`src/rtl/core/cts_pkg.sv`:
```
package cts_pkg;

  localparam int KEY_BITS   = 9;
  localparam int COORD_DROP = 3;
  localparam int REF_W      = 8;
  localparam int AGE_W      = 16;
  localparam int META_W     = AGE_W + 2;

  localparam logic [AGE_W-1:0] AGE_MAX = '1;

  localparam logic [1:0] CMD_LOOKUP = 2'd0;
  localparam logic [1:0] CMD_FILL   = 2'd1;
  localparam logic [1:0] CMD_TICK   = 2'd2;

  // controller -> datapath
  typedef struct packed {
    logic load;
    logic calc1;
    logic calc2;
    logic calc3;
    logic scan;
    logic tick;
    logic clear;
    logic fill;
    logic post;
  } ctl_t;

  // datapath -> controller
  typedef struct packed {
    logic scan_done;
    logic sweep_done;
    logic want_fill;
    logic rsp_busy;
  } sts_t;

  // floor(log2(n)), elaboration only
  function automatic int flog2(input int n);
    int k;
    k = 0;
    for (int i = 1; i < 31; i++) begin
      if (n >= (1 << i)) k = i;
    end
    return k;
  endfunction

endpackage

```
`src/rtl/core/cts_ctrl.sv`:
```
module cts_ctrl (
  input  logic          clk,
  input  logic          rst,
  input  logic          req_valid,
  output logic          req_stall,
  input  logic [1:0]    cmd,
  input  cts_pkg::sts_t sts,
  output cts_pkg::ctl_t ctl
);
  import cts_pkg::*;

  localparam logic [3:0] S_CLR   = 4'd0;
  localparam logic [3:0] S_IDLE  = 4'd1;
  localparam logic [3:0] S_CALC1 = 4'd2;
  localparam logic [3:0] S_CALC2 = 4'd3;
  localparam logic [3:0] S_CALC3 = 4'd4;
  localparam logic [3:0] S_SCAN  = 4'd5;
  localparam logic [3:0] S_FILL  = 4'd6;
  localparam logic [3:0] S_TICK  = 4'd7;
  localparam logic [3:0] S_POST  = 4'd8;

  logic [3:0] state, state_next;

  always_ff @(posedge clk) begin
    if (rst) begin
      state <= S_CLR;
    end else begin
      state <= state_next;
    end
  end

  always_comb begin
    ctl        = '0;
    state_next = state;
    req_stall  = (state != S_IDLE);
    case (state)
      S_CLR: begin
        if (sts.sweep_done) state_next = S_IDLE;
        else ctl.clear = 1'b1;
      end
      S_IDLE: begin
        if (req_valid) begin
          ctl.load = 1'b1;
          case (cmd)
            CMD_LOOKUP, CMD_FILL: state_next = S_CALC1;
            CMD_TICK:             state_next = S_TICK;
            default:              state_next = S_POST;
          endcase
        end
      end
      S_CALC1: begin
        ctl.calc1  = 1'b1;
        state_next = S_CALC2;
      end
      S_CALC2: begin
        ctl.calc2  = 1'b1;
        state_next = S_CALC3;
      end
      S_CALC3: begin
        ctl.calc3  = 1'b1;
        state_next = S_SCAN;
      end
      S_SCAN: begin
        if (sts.scan_done) state_next = sts.want_fill ? S_FILL : S_POST;
        else ctl.scan = 1'b1;
      end
      S_FILL: begin
        ctl.fill   = 1'b1;
        state_next = S_POST;
      end
      S_TICK: begin
        if (sts.sweep_done) state_next = S_POST;
        else ctl.tick = 1'b1;
      end
      S_POST: begin
        if (!sts.rsp_busy) begin
          ctl.post   = 1'b1;
          state_next = S_IDLE;
        end
      end
      default: state_next = S_IDLE;
    endcase
  end

endmodule

```
`config.mk`:
```
export PLATFORM = sky130hd
export DESIGN_NAME = cts_ctrl
export DESIGN_NICKNAME = d
export VERILOG_FILES = /design/src/rtl/core/cts_pkg.sv /design/src/rtl/core/cts_ctrl.sv
export SDC_FILE = /design/constraint.sdc
export NUM_CORES = 1
export LEC_CHECK = 0
export ABC_AREA = 1
export CAP_MARGIN = 40
export CORE_UTILIZATION = 25
export CTS_CLUSTER_DIAMETER = 120
export DETAILED_ROUTE_END_ITERATION = 12
export DONT_BUFFER_PORTS = 1
export PLACE_DENSITY = 0.39
export SYNTH_ARGS = -nofsm -noshare
export SYNTH_HDL_FRONTEND = slang
export SYNTH_SLANG_ARGS = --single-unit
```
`constraint.sdc`:
```
create_clock -name clk -period 1.2 [get_ports clk]
set_clock_uncertainty 0.1 [all_clocks]
set_input_delay 0.06 -clock clk [delete_from_list [all_inputs] [get_ports clk]]
set_output_delay 0.06 -clock clk [all_outputs]
set_load 0.005 [all_outputs]
```
==> results.json <==
{
  "worst_slew_pin_slew_ps": 188,
  "pwr-share-comb_pct": 72.0,
  "dp_hpwl_um": 836,
  "r2r_start": "state[3]",
  "wl_per_cell_um": 10.2,
  "swShare_pct": 46.1,
  "start_util_pct": 27.1,
  "reg_top3": "state (4)",
  "hold_class": "primary input to primary output",
  "endpoint_kind": "primary output",
  "syn_inst": 71,
  "fmax_ghz": 0.760,
  "insertedDiodeCount": 0,
  "dpl_cell_area_sq_um": 517,
  "power_switching_mw": 0.844,
  "p_int_mw": 0.987,
  "fp.dieH_um": 42.6,
  "synth_edf_count": 0,
  "relSlewSlack_pct": 87.4,
  "die_width_um": 42.6,
  "worst_r2r_path_depth": 8,
  "cts_inserted_buffers": 3,
  "area_growth_pct": 69.4,
  "grt_pass1_wl_um": 1900,
  "r2r_end": "state[3]",
  "clk-insertion-delay-late_ps": 230,
  "cts.reportedPaths.clkPinSlew_ps": 40,
  "crit_end": "ctl[2]",
  "synth_top_area_cell": "dfxtp_1",
  "cp-start-kind": "flop",
  "final_util_pct": 45.9,
  "layout_min_cycle_time_ps": 1320,
  "ys_seq_area_share_pct": 19.4,
  "rows": 14,
  "die_area_sq_um": 1820,
  "max-vdd-ir-drop_uv": 875,
  "routed_wirelength_um": 1100,
  "avgSynthCellArea_sq_um": 5.82,
  "post-route-period-util_pct": 110,
  "violations": "negative setup slack",
  "vias": 487,
  "nNetsFinal": 103,
  "grt_max_degree": 7,
  "drt_iter0_drc": 8,
  "gp_congestion": 0.771,
  "viasPerCell": 4.51,
  "grtUsageTotal_pct": 13.6,
  "seqPwrFrac_pct": 19.3,
  "final_design_area_no_fill_sq_um": 699,
  "ctsLongestPathBuffers": 2,
  "largest-register": "state",
  "yosys.area.top_type_share_pct": 19.4,
  "hold_depth": 1,
  "synth_nets": 80,
  "cts_max_level": 1,
  "ys_types": 16,
  "fin_cells": 108,
  "cts_tree": "done",
  "hold_violations": 0,
  "path_class": "flop to primary output",
  "grt-ovfl-total": 0,
  "synth-seq-cells": 4,
  "cap_violations": 0,
  "largest_reg_flops": 4,
  "root_buffer": "clkbuf_4",
  "drcViolationCount": 0,
  "p_total_mw": 1.83,
  "yosys_most_used_dff": "dfxtp_1",
  "antenna_found_initial": 0,
  "place_inst": 97,
  "yosysMostFrequentCell": "nand2_1",
  "clkPwrFrac_pct": 8.8,
  "synth_area_leaders": "dfxtp_1, nand2_1, nor2_1, inv_1, nor2_4",
  "cp.required_ps": 1040,
  "startpoint": "state[3]",
  "cp_max_fo": 5,
  "fill_cells": 164,
  "portBuffers": 0,
  "io_pins": 19,
  "rsz0062_at_grt": "yes",
  "synth_common_cells": "nand2_1, nor2_1, inv_1",
  "ant_nets": 0,
  "grt_pass1_vias": 515,
  "arrival_ps": 1160,
  "setup_viol": 10,
  "fin_tns_setup_ps": -728,
  "coreArea_sq_um": 1520,
  "setup_slack_ps": -116,
  "status": "finished, violations left",
  "synth_area_sq_um": 413,
  "layout-drive-gt1-share_pct": 51.1,
  "power_density_nw_per_um2": 2620,
  "rrSetupSlack_ps": -90,
  "p_leak_nw": 0.370,
  "drtPass1Iterations": 2,
  "ys_async_sr_fraction_pct": 0,
  "cts_sinks": 4,
  "yosysWarnings": 0,
  "timing.final.max_slew_violations": 0
}
[cell families (layout without fill, tap and decap cells)]
| logic type | after synthesis | in the layout | share of synthesized area (%) |
|---|---|---|---|
| AOI/OAI and AO/OA | 4 | 4 | 4.85 |
| buffers and inverters | 14 | 35 | 12.7 |
| DFF | 4 | 4 | 19.4 |
| and+or+nand+nor | 49 | 49 | 63.0 |
[cell usage in the layout (no fill, tap or decap), drive strengths merged]
cell type | netlist | routed
dlygate4sd3 | 0 | 3
inv | 14 | 14
clkbuf | 0 | 3
a21oi | 2 | 2
buf | 0 | 15
nand3 | 6 | 6
nand4 | 1 | 1
nand2 | 17 | 17
o21ai | 2 | 2
dfxtp | 4 | 4
nor2 | 22 | 22
nand3b | 2 | 2
nor3 | 1 | 1
[worst min path at each step]
stage / start / endpoint
5_1_grt: sts[0] / ctl[0]
3_3_place_gp: sts[0] / ctl[0]
2_1_floorplan: sts[0] / ctl[0]
3_5_place_dp: sts[0] / ctl[0]
4_1_cts: sts[0] / ctl[0]
6_report: sts[0] / ctl[0]
[through the flow]
step / setup WS, ps / hold slack, ps
3_5_place_dp: -145 / 55.3
4_1_cts: -96.6 / 55.3
3_3_place_gp: -145 / 54.6
6_report: -116 / 43.3
5_1_grt: -188 / 47.5
2_1_floorplan: 11.2 / 51.1
[power by group through the flow]
| stage | clock [mW] | combinational, mW | sequential [mW] |
|---|---|---|---|
| 6_report | 0.161 | 1.32 | 0.353 |
| 3_5_place_dp | 0 | 0.931 | 0.311 |
| 5_1_grt | 0.181 | 1.47 | 0.367 |
| 4_1_cts | 0.169 | 1.19 | 0.343 |
| 3_3_place_gp | 0 | 0.942 | 0.312 |
| 2_1_floorplan | 0 | 0.636 | 0.290 |
[worst max-delay path, cell delays in order (launching register included)]
cell and delay (ps):
dfxtp_4 360, nor2_4 190, buf_6 130, nand3_4 80
buf_6 130, inv_4 30
[routing by layer]
layer	wire length, um	share of wire, %	track usage [%]
met4	0	0	1.88
met2	572	52	24.5
met3	24	2.2	5.17
met5	0	0	0
met1	503	46	15.1
[cell type report]
cell class | instances | area [sq um] | area share [%]
clock buffer | 3 | 22.5 | 3.22
timing repair buffer | 18 | 169 | 24.2
multi-input combinational | 53 | 333 | 47.6
sequential | 4 | 95.1 | 13.6
inverter | 14 | 60.1 | 8.59
tap | 16 | 20.0 | 2.86
[repair_timing]
action                     in CTS  in global routing
setup buffers                   4                  1
hold endpoints to repair        4                  0
hold buffers                    3                  0
gates resized for setup        19                 14
setup endpoints to repair      12                 14
pin swaps                       6                  6
(Power assumes the default switching activity.)
